[src/rtl/ldea_pkg.sv]
package ldea_pkg;

    localparam int FRAC_BITS = 16;
    localparam int LFB       = 24;
    localparam int LOG_W     = 6 + LFB;

    localparam logic [30:0] Q30_ONE    = 31'h4000_0000;
    localparam logic [29:0] LN2_Q30    = 30'd744261118;
    localparam logic [30:0] LOG2E_Q30  = 31'd1549082005;
    localparam logic [31:0] ADAPT_INIT = 32'(((64'd18 << FRAC_BITS) + 64'd50) / 64'd100);

    localparam logic [2:0] REG_MIN_LUM  = 3'd0;
    localparam logic [2:0] REG_MAX_LUM  = 3'd1;
    localparam logic [2:0] REG_BRIGHTEN = 3'd2;
    localparam logic [2:0] REG_DARKEN   = 3'd3;
    localparam logic [2:0] REG_ENABLE   = 3'd4;

    localparam logic [4:0] OP_NONE     = 5'd0;
    localparam logic [4:0] OP_LOAD     = 5'd1;
    localparam logic [4:0] OP_LOG_INIT = 5'd2;
    localparam logic [4:0] OP_SQ       = 5'd3;
    localparam logic [4:0] OP_LOG_STO  = 5'd4;
    localparam logic [4:0] OP_RATE     = 5'd5;
    localparam logic [4:0] OP_W        = 5'd6;
    localparam logic [4:0] OP_P_INIT   = 5'd7;
    localparam logic [4:0] OP_P_MUL    = 5'd8;
    localparam logic [4:0] OP_DIV      = 5'd9;
    localparam logic [4:0] OP_P_ACC    = 5'd10;
    localparam logic [4:0] OP_E        = 5'd11;
    localparam logic [4:0] OP_A        = 5'd12;
    localparam logic [4:0] OP_STEP     = 5'd13;
    localparam logic [4:0] OP_NL       = 5'd14;
    localparam logic [4:0] OP_EXP      = 5'd15;
    localparam logic [4:0] OP_KEEP     = 5'd16;
    localparam logic [4:0] OP_FIN      = 5'd17;
    localparam logic [4:0] OP_FIN_D    = 5'd18;

    typedef struct packed {
        logic [31:0] min_lum;
        logic [31:0] max_lum;
        logic [15:0] brighten;
        logic [15:0] darken;
        logic        enable;
    } cfg_t;

    typedef struct packed {
        logic [4:0] op;
        logic       sel;
        logic [3:0] k;
    } cmd_t;

    typedef struct packed {
        logic direct;
        logic z_big;
        logic f_zero;
        logic a_zero;
    } sts_t;

    function automatic logic [31:0] clamp_lum(logic [31:0] x, logic [31:0] lo,
                                              logic [31:0] hi);
        logic [31:0] y;
        y = (x < lo) ? lo : x;
        return (y > hi) ? hi : y;
    endfunction

endpackage

[src/rtl/ldea_ctrl.sv]
module ldea_ctrl (
    input  logic           clk,
    input  logic           rst_n,
    input  logic           in_valid,
    output logic           in_stall,
    output logic           out_valid,
    input  logic           out_stall,
    input  ldea_pkg::sts_t sts,
    output ldea_pkg::cmd_t cmd
);
    import ldea_pkg::*;

    localparam logic [4:0] ST_IDLE  = 5'd0;
    localparam logic [4:0] ST_LOGI  = 5'd1;
    localparam logic [4:0] ST_SQ    = 5'd2;
    localparam logic [4:0] ST_LOGS  = 5'd3;
    localparam logic [4:0] ST_RATE  = 5'd4;
    localparam logic [4:0] ST_W     = 5'd5;
    localparam logic [4:0] ST_WCHK  = 5'd6;
    localparam logic [4:0] ST_PINIT = 5'd7;
    localparam logic [4:0] ST_PMUL  = 5'd8;
    localparam logic [4:0] ST_PDIV  = 5'd9;
    localparam logic [4:0] ST_PACC  = 5'd10;
    localparam logic [4:0] ST_E     = 5'd11;
    localparam logic [4:0] ST_A     = 5'd12;
    localparam logic [4:0] ST_ACHK  = 5'd13;
    localparam logic [4:0] ST_STEP  = 5'd14;
    localparam logic [4:0] ST_NL    = 5'd15;
    localparam logic [4:0] ST_EXP   = 5'd16;
    localparam logic [4:0] ST_KEEP  = 5'd17;
    localparam logic [4:0] ST_FIN   = 5'd18;
    localparam logic [4:0] ST_FIN_D = 5'd19;

    localparam logic [4:0] SQ_LAST  = 5'(LFB - 1);
    localparam logic [3:0] K_LAST   = 4'd12;
    localparam logic [2:0] DIV_LAST = 3'd7;

    logic [4:0] state_reg, state_next;
    logic [4:0] cnt_reg, cnt_next;
    logic [3:0] k_reg, k_next;
    logic [2:0] dcnt_reg, dcnt_next;
    logic       sel_reg, sel_next;
    logic       pass_reg, pass_next;
    logic       ov_reg, ov_next;
    logic       out_free;

    assign in_stall  = (state_reg != ST_IDLE);
    assign out_valid = ov_reg;
    assign out_free  = ~(ov_reg & out_stall);

    always_comb
    begin
        state_next = state_reg;
        cnt_next   = cnt_reg;
        k_next     = k_reg;
        dcnt_next  = dcnt_reg;
        sel_next   = sel_reg;
        pass_next  = pass_reg;
        ov_next    = ov_reg & out_stall;
        cmd.op     = OP_NONE;
        cmd.sel    = sel_reg;
        cmd.k      = k_reg;

        unique case (state_reg)
            ST_IDLE:
            begin
                if (in_valid)
                begin
                    cmd.op     = OP_LOAD;
                    sel_next   = 1'b0;
                    state_next = sts.direct ? ST_FIN_D : ST_LOGI;
                end
            end
            ST_LOGI:
            begin
                cmd.op     = OP_LOG_INIT;
                cnt_next   = 5'd0;
                state_next = ST_SQ;
            end
            ST_SQ:
            begin
                cmd.op   = OP_SQ;
                cnt_next = cnt_reg + 5'd1;
                if (cnt_reg == SQ_LAST)
                begin
                    state_next = ST_LOGS;
                end
            end
            ST_LOGS:
            begin
                cmd.op = OP_LOG_STO;
                if (!sel_reg)
                begin
                    sel_next   = 1'b1;
                    state_next = ST_LOGI;
                end
                else
                begin
                    state_next = ST_RATE;
                end
            end
            ST_RATE:
            begin
                cmd.op     = OP_RATE;
                state_next = ST_W;
            end
            ST_W:
            begin
                cmd.op     = OP_W;
                state_next = ST_WCHK;
            end
            ST_WCHK:
            begin
                pass_next = 1'b0;
                if (sts.z_big)
                begin
                    state_next = ST_A;
                end
                else if (sts.f_zero)
                begin
                    state_next = ST_E;
                end
                else
                begin
                    state_next = ST_PINIT;
                end
            end
            ST_PINIT:
            begin
                cmd.op     = OP_P_INIT;
                cmd.sel    = pass_reg;
                k_next     = 4'd1;
                state_next = ST_PMUL;
            end
            ST_PMUL:
            begin
                cmd.op     = OP_P_MUL;
                dcnt_next  = 3'd0;
                state_next = ST_PDIV;
            end
            ST_PDIV:
            begin
                cmd.op    = OP_DIV;
                dcnt_next = dcnt_reg + 3'd1;
                if (dcnt_reg == DIV_LAST)
                begin
                    state_next = ST_PACC;
                end
            end
            ST_PACC:
            begin
                cmd.op = OP_P_ACC;
                if (k_reg == K_LAST)
                begin
                    state_next = pass_reg ? ST_EXP : ST_E;
                end
                else
                begin
                    k_next     = k_reg + 4'd1;
                    state_next = ST_PMUL;
                end
            end
            ST_E:
            begin
                cmd.op     = OP_E;
                state_next = ST_A;
            end
            ST_A:
            begin
                cmd.op     = OP_A;
                state_next = ST_ACHK;
            end
            ST_ACHK:
            begin
                state_next = sts.a_zero ? ST_KEEP : ST_STEP;
            end
            ST_STEP:
            begin
                cmd.op     = OP_STEP;
                state_next = ST_NL;
            end
            ST_NL:
            begin
                cmd.op     = OP_NL;
                pass_next  = 1'b1;
                state_next = ST_PINIT;
            end
            ST_EXP:
            begin
                cmd.op     = OP_EXP;
                state_next = ST_FIN;
            end
            ST_KEEP:
            begin
                cmd.op     = OP_KEEP;
                state_next = ST_FIN;
            end
            ST_FIN:
            begin
                if (out_free)
                begin
                    cmd.op     = OP_FIN;
                    ov_next    = 1'b1;
                    state_next = ST_IDLE;
                end
            end
            ST_FIN_D:
            begin
                if (out_free)
                begin
                    cmd.op     = OP_FIN_D;
                    ov_next    = 1'b1;
                    state_next = ST_IDLE;
                end
            end
            default:
            begin
                state_next = ST_IDLE;
            end
        endcase
    end

    always_ff @(posedge clk or negedge rst_n)
    begin
        if (!rst_n)
        begin
            state_reg <= ST_IDLE;
            cnt_reg   <= 5'd0;
            k_reg     <= 4'd1;
            dcnt_reg  <= 3'd0;
            sel_reg   <= 1'b0;
            pass_reg  <= 1'b0;
            ov_reg    <= 1'b0;
        end
        else
        begin
            state_reg <= state_next;
            cnt_reg   <= cnt_next;
            k_reg     <= k_next;
            dcnt_reg  <= dcnt_next;
            sel_reg   <= sel_next;
            pass_reg  <= pass_next;
            ov_reg    <= ov_next;
        end
    end

endmodule

[config.mk]
export PLATFORM = sky130hd
export DESIGN_NAME = ldea_ctrl
export DESIGN_NICKNAME = d
export VERILOG_FILES = /design/src/rtl/ldea_pkg.sv /design/src/rtl/ldea_ctrl.sv
export SDC_FILE = /design/constraint.sdc
export NUM_CORES = 1
export LEC_CHECK = 0
export ABC_AREA = 1
export BUFFER_PORTS_ARGS = -buffer_cell sky130_fd_sc_hd__buf_2
export CAP_MARGIN = 40
export CORE_UTILIZATION = 40
export DETAILED_ROUTE_END_ITERATION = 12
export PLACE_DENSITY = 0.58
export SLEW_MARGIN = 0
export SYNTH_ARGS = -nofsm -noshare
export SYNTH_HDL_FRONTEND = slang
export SYNTH_SLANG_ARGS = --single-unit
[constraint.sdc]
create_clock -name clk -period 1.74 [get_ports clk]
set_input_delay 0.087 -clock clk [delete_from_list [all_inputs] [get_ports clk]]
set_output_delay 0.087 -clock clk [all_outputs]
set_load 0.02 [all_outputs]
==> results of run 1 <==
## through the flow
step                instances  setup TNS (ns)  setup slack, ns  hold WS, ns  utilization
floorplan                 199               0            0.272       -0.209            -
global placement          269       -0.000399        -0.000399       0.0644        0.471
detailed placement        269               0           0.0406       0.0767        0.471
CTS                       279               0          0.00242       0.0274        0.515
global route              287          -0.259          -0.0692       0.0575        0.557
finish                    287         -0.0343          -0.0343       0.0328        0.557
## metal layers
layer,global-route usage,part of all wire,routed length [µm]
met2,0.342,0.48,1770
met3,0.0252,0.046,169
met1,0.279,0.45,1660
met5,0,0,0
met4,0.0584,0.021,78
## how the worst max path moves through the flow
stage,from,endpoint,slack [ns],cells after the start
final,state_reg[3]$_DFFE_PN0P_,cmd[5],-0.03,7
after global routing,state_reg[0]$_DFFE_PN0P_,cmd[5],-0.07,7
after CTS,state_reg[0]$_DFFE_PN0P_,cmd[5],0.002,7
after detailed placement,state_reg[4]$_DFFE_PN0P_,k_reg[3]$_DFFE_PN0P_,0.04,8
after global placement,state_reg[4]$_DFFE_PN0P_,k_reg[3]$_DFFE_PN0P_,-0.0004,8
after floorplan,k_reg[0]$_DFFE_PN1P_,state_reg[1]$_DFFE_PN0P_,0.27,8
## area by class of cell
type / count / share of cell area
clock buffer: 4 / 0.0194
multi-input combinational: 147 / 0.463
sequential: 20 / 0.271
inverter: 29 / 0.0622
timing repair buffer: 41 / 0.153
tap: 46 / 0.0307
## cell usage after synthesis (all sizes together) (3+ instances only)
library cell  count
dfrtp            19
nor3              8
nand4             6
a21oi             3
nor2             35
nand3            20
ha                5
nand2            42
o21ai            22
buf               3
inv              29
## critical path, stage by stage, from the launching register on
cell and delay, ns:
dfrtp_2 0.46, buf_4 0.14, nor2_1 0.23, nand3_1 0.16, nand2_2 0.10, nor3_1 0.05, nand4_1 0.07, buf_4 0.15
## report_power, final
group          internal [mW]  total, mW  switching, mW
sequential             0.652      0.860          0.207
combinational          0.868       2.15           1.28
clock                  0.128      0.277          0.149
## cell usage in the layout, fill, tap and decap left out, drive strengths merged
master       count
xnor2            1
a21oi            3
dfstp            1
nor3             8
inv             29
nand3           20
a31oi            1
clkbuf           4
dfrtp           19
o21ai           22
o22ai            1
o2111ai          1
buf             40
nor2            35
o31ai            1
ha               5
dlygate4sd3      1
nand4            6
xor2             1
nand2           42
## logic make-up (layout without fill, tap and decap cells)
group / after synthesis / after routing
buffers and inverters: 32 / 74
AND/OR/NAND/NOR: 111 / 111
AO/OA/AOI/OAI: 29 / 29
XOR/XNOR: 2 / 2
flip-flops: 20 / 20
adder cells (fa/ha/maj): 5 / 5
## timing repair
action,in CTS,in global routing
gates resized for setup,20,26
hold buffers,1,0
endpoints found under the setup margin,5,5
endpoints found under the hold margin,19,0
setup buffers,5,8
pin swaps,3,10
==> results.json, run 1 <==
{
  "ys.flop_type": "dfrtp_1",
  "routed_wl_mm": 3.68,
  "seq_area_um2": 508,
  "worst-slew-pin-transition_ns": 0.485,
  "grt_pass1_wl_mm": 5.58,
  "worstSetupStartpointType": "flip-flop",
  "synthXorXnorAreaFrac": 0.0125,
  "dr.pass1.iters": 4,
  "drc": 0,
  "hp-class": "input port to flip-flop",
  "core_area_um2": 3360,
  "place_area_um2": 1590,
  "start_util": 0.418,
  "route.detailed.wl_per_inst_um": 12.8,
  "yosys.area_share.simple": 0.373,
  "fin_skew_ns": 0.0115,
  "async_reset_ff_frac": 1.00,
  "antenna_found_initial": 0,
  "maxCapViolations": 0,
  "status": "finished with violations",
  "synth-seq-cells": 20,
  "grt_pass1_vias": 1259,
  "setup_violations": 1,
  "maxSlewViolCount": 0,
  "clkLatencyLatePin_ns": 0.31,
  "rows": 21,
  "vias": 1451,
  "rsz0062_at_grt": "true",
  "power_mw": 3.28,
  "critPathCaptureType": "output pin",
  "chipHeight_um": 61.3,
  "ir_drop_v": 0.000916,
  "setup_slack_ns": -0.0343,
  "vias_per_cell": 5.06,
  "finalCriticalPeriod_ns": 1.77,
  "power.density_nw_per_um2": 1750,
  "synth_compound_area_frac": 0.112,
  "max_freq_mhz": 564,
  "violations": "negative setup slack",
  "die_w_um": 61.3,
  "io_buffer_count": 19,
  "cts.htree.levels": 1,
  "clk_pin_slew_ns": 0.12,
  "crit_arrival_ns": 1.69,
  "yosysWarnings": 0,
  "r2r_cells": 7,
  "cts_buffer_depth": 2,
  "nets": 255,
  "hold_viol": 0,
  "grt.overflow.total": 0,
  "fillers": 338,
  "worstHoldStart": "sts[1]",
  "r2r_setup_slack_ns": 0.11,
  "dieArea_um2": 3760,
  "path_max_fanout": 3,
  "min_path_cells": 3,
  "synth_cell_type_count": 25,
  "p_leak_nw": 0.911,
  "slew_headroom": 0.677,
  "design_area_um2": 1870,
  "yosysTopAreaCell": "dfrtp_1",
  "synthAdderAreaFrac": 0.0445,
  "grt_max_degree": 21,
  "area_delta_synth_final_pct": 33.1,
  "rr_startpoint": "state_reg[1]$_DFFE_PN0P_",
  "fin_crit_sh": 1.02,
  "cts_buffers": 3,
  "syn_area_um2": 1410,
  "synth_top_family_by_area": "simple AND/OR/NAND/NOR gates",
  "yosysSeqAreaShare": 0.357,
  "synth.area.mux_share": 0,
  "mappedNetlistNets": 212,
  "netlist_instances": 199,
  "worst_r2r_endpoint": "state_reg[4]$_DFFE_PN0P_",
  "hpwl_mm": 2.72,
  "antenna_left": 0,
  "layout-drive-gt1-share": 0.353,
  "synth_top_area_share": 0.338,
  "antenna_cells": 0,
  "drtIter0Drc": 96,
  "place_congestion": 0.915,
  "worstSetupPathType": "flip-flop to output pin",
  "track_usage": 0.205,
  "synthTopCellsByArea": "dfrtp_1 34%, nand2_1 10%, inv_1 7.2%",
  "cts_tree": "done",
  "io_pins": 20,
  "synth-edff-count": 0,
  "cts_root_buf": "clkbuf_4",
  "hold_end": "state_reg[3]$_DFFE_PN0P_",
  "worstPathRequired_ns": 1.65,
  "synth_area_per_cell_um2": 7.07,
  "cts.sinks": 20,
  "multi_input_area_um2": 867
}
Power figures use the tool's default switching activity.
==> run 2: changes to the inputs <==
Settings changed: ABC_AREA 1 to default, CORE_MARGIN from default to 2, SLEW_MARGIN 0 to 20.
==> run 2 against run 1 <==
  * The flow still finishes with violations (negative setup slack)
  * Combinational power up 31%
  * Flip-flop and latch count unchanged
  * Non-clock buffer count up 18
  * Utilization up 0.85 points
  * Final cell count down 4.9%
  * Register-to-register slack worse by 0.16 ns
  * Sequential share of layout area down 2.4 points
  * Global-route usage up 0.60 points
  * Maximum frequency down 0.98%
  * Hold slack better by 0.13 ns
  * Largest power group unchanged
==> results.json, run 2 <==
{
  "chipHeight_um": 65.2,
  "power_mw": 3.98,
  "worst-slew-pin-transition_ns": 0.491,
  "clkLatencyLatePin_ns": 0.26,
  "maxSlewViolCount": 0,
  "antenna_left": 0,
  "io_buffer_count": 19,
  "grt.overflow.total": 0,
  "route.detailed.wl_per_inst_um": 15.8,
  "power_frac_seq": 0.212,
  "rows": 22,
  "core_area_um2": 3630,
  "layout_common_cells": "32 x buf_4, 18 x buf_2, 17 x nand2_1",
  "finalCriticalPeriod_ns": 1.79,
  "ys.flop_type": "dfrtp_1",
  "async_reset_ff_frac": 1.00,
  "hp-class": "input port to flip-flop",
  "fin_cells": 273,
  "layout-drive-gt1-share": 0.431,
  "critPathCaptureType": "flip-flop",
  "track_usage": 0.211,
  "netlist_instances": 174,
  "yosysSeqAreaShare": 0.334,
  "cts_tree": "done",
  "worstHoldStart": "sts[1]",
  "drc": 0,
  "synth-edff-count": 0,
  "drtIter0Drc": 133,
  "combPwrFrac": 0.706,
  "fin_crit_sh": 1.03,
  "worstSetupPathType": "flip-flop to flip-flop",
  "maxCapViolations": 0,
  "synthTopCellsByArea": "dfrtp_1 32%, o21ai_0 6.0%, nand2_1 4.5%",
  "nets": 239,
  "dp_cells": 255,
  "slew_headroom": 0.672,
  "syn_area_um2": 1500,
  "place_congestion": 0.862,
  "clock_power_share": 0.082,
  "fillers": 352,
  "io_pins": 20,
  "worst_r2r_endpoint": "state_reg[1]$_DFFE_PN0P_",
  "routed_wl_mm": 4.30,
  "hold_end": "state_reg[3]$_DFFE_PN0P_",
  "area_delta_synth_final_pct": 36.9,
  "swShare": 0.462,
  "path_max_fanout": 4,
  "status": "finished with violations",
  "hpwl_mm": 3.05,
  "rsz0062_at_grt": "true",
  "yosysTopAreaCell": "dfrtp_1",
  "setup_slack_ns": -0.0519,
  "dr.pass1.iters": 4,
  "setup_violations": 4,
  "ir_drop_v": 0.000830,
  "crit_arrival_ns": 1.94,
  "cts_root_buf": "clkbuf_8",
  "hold_viol": 0,
  "r2r_setup_slack_ns": -0.05,
  "synth_top_area_share": 0.317,
  "mappedNetlistNets": 187,
  "rr_startpoint": "state_reg[3]$_DFFE_PN0P_",
  "antenna_found_initial": 0,
  "antenna_cells": 0,
  "power.switching_mw": 1.84,
  "grt_pass1_vias": 1476,
  "cts.sinks": 20,
  "clk_pin_slew_ns": 0.08,
  "synthTopCellsByCount": "19 x dfrtp_1, 18 x nand2_1, 18 x o21ai_0",
  "fin_skew_ns": 0.00443,
  "grt_max_degree": 21,
  "r2r_cells": 6,
  "grt_pass1_wl_mm": 7.04,
  "p_int_mw": 2.14,
  "synth_cell_type_count": 58,
  "final_common_cell": "buf_4",
  "start_util": 0.413,
  "synth_area_per_cell_um2": 8.62,
  "worstSetupStartpointType": "flip-flop",
  "synth-seq-cells": 20,
  "synth.most_common_cell": "dfrtp_1",
  "cts_buffer_depth": 2,
  "vias": 1491,
  "die_w_um": 65.2,
  "min_path_cells": 3,
  "power.density_nw_per_um2": 1940,
  "yosysWarnings": 0,
  "worstPathRequired_ns": 1.89,
  "violations": "negative setup slack",
  "cts_buffers": 3,
  "dieArea_um2": 4260,
  "max_freq_mhz": 558,
  "p_leak_nw": 0.922,
  "cts.htree.levels": 1,
  "vias_per_cell": 5.46
}
-- run 2: changes by cell type after synthesis, sizes merged, moves of 5 or more --
cell	previous run	this run
nand2	42	19
inv	29	7
nor2	35	14
a21oi	3	10
nand4	6	1
buf	3	9
nor3	8	3
nand3	20	8
or3	0	5
nand2b	0	7
-- run 2: cells by family (layout without fill, tap and decap cells) --
group | after synthesis | after routing | share of synthesized area
buffers and inverters | 19 | 70 | 0.0651
and+or+nand+nor | 68 | 68 | 0.269
DFF | 20 | 20 | 0.334
adders and majority gates | 5 | 5 | 0.0417
AOI/OAI and AO/OA | 55 | 55 | 0.244
xor gates and xnor gates | 4 | 4 | 0.0234
muxes | 3 | 3 | 0.0225
-- run 2: cell type report --
type                       count  area (µm²)  share of cell area
clock buffer                   4        45.0              0.0219
inverter                       7        28.8              0.0140
multi-input combinational    135         981               0.478
sequential                    20         508               0.247
tap                           48        60.1              0.0293
timing repair buffer          59         430               0.210
-- run 2: worst max-delay path by stage --
stage | startpoint | slack (ns) | to | cells after the start
2_1_floorplan | k_reg[0]$_DFFE_PN1P_ | -0.02 | k_reg[3]$_DFFE_PN0P_ | 7
3_3_place_gp | state_reg[3]$_DFFE_PN0P_ | 0.01 | state_reg[4]$_DFFE_PN0P_ | 5
3_5_place_dp | state_reg[2]$_DFFE_PN0P_ | -0.04 | state_reg[1]$_DFFE_PN0P_ | 5
4_1_cts | state_reg[3]$_DFFE_PN0P_ | -0.02 | state_reg[1]$_DFFE_PN0P_ | 6
5_1_grt | state_reg[4]$_DFFE_PN0P_ | -0.09 | cmd[6] | 7
6_report | state_reg[3]$_DFFE_PN0P_ | -0.05 | state_reg[1]$_DFFE_PN0P_ | 6
-- run 2: critical path: stages, from the launching register on --
cell      delay (ns)
dfrtp_2         0.45
buf_6           0.13
nand2b_4        0.13
or3_4           0.37
o41a_1          0.14
o211ai_2        0.13
mux2_4          0.34
-- run 2: per-layer routing --
| metal | global-route usage | share of wire |
|---|---|---|
| met5 | 0 | 0 |
| met1 | 0.284 | 0.44 |
| met2 | 0.353 | 0.51 |
| met4 | 0.0651 | 0.013 |
| met3 | 0.0257 | 0.035 |
-- run 2: power by group through the flow --
stage / sequential (mW) / combinational, mW / clock (mW)
3_3_place_gp: 0.851 / 2.23 / 0
2_1_floorplan: 0.817 / 1.57 / 0
5_1_grt: 0.868 / 3.06 / 0.351
3_5_place_dp: 0.865 / 2.30 / 0
4_1_cts: 0.834 / 2.59 / 0.334
6_report: 0.842 / 2.81 / 0.326
-- run 2: what timing repair did --
| item | CTS | global route |
|---|---|---|
| setup buffers | 6 | 8 |
| hold buffers | 1 | 0 |
| resized for setup | 19 | 15 |
| pin swaps | 1 | 10 |
| endpoints found under the setup margin | 9 | 11 |
| gates cloned | 0 | 0 |
| hold endpoints to repair | 19 | 0 |
-- run 2: per-stage QoR --
stage	TNS [ns]	util	cell area, µm²	worst slack [ns]	hold WS (ns)
2_1_floorplan	-0.0239	-	1510	-0.0239	-0.209
3_3_place_gp	0	0.492	1790	0.0126	0.0645
3_5_place_dp	-0.0776	0.492	1790	-0.0383	0.0786
4_1_cts	-0.0929	0.535	1940	-0.0237	0.142
5_1_grt	-0.502	0.565	2050	-0.0919	0.180
6_report	-0.143	0.565	2050	-0.0519	0.160
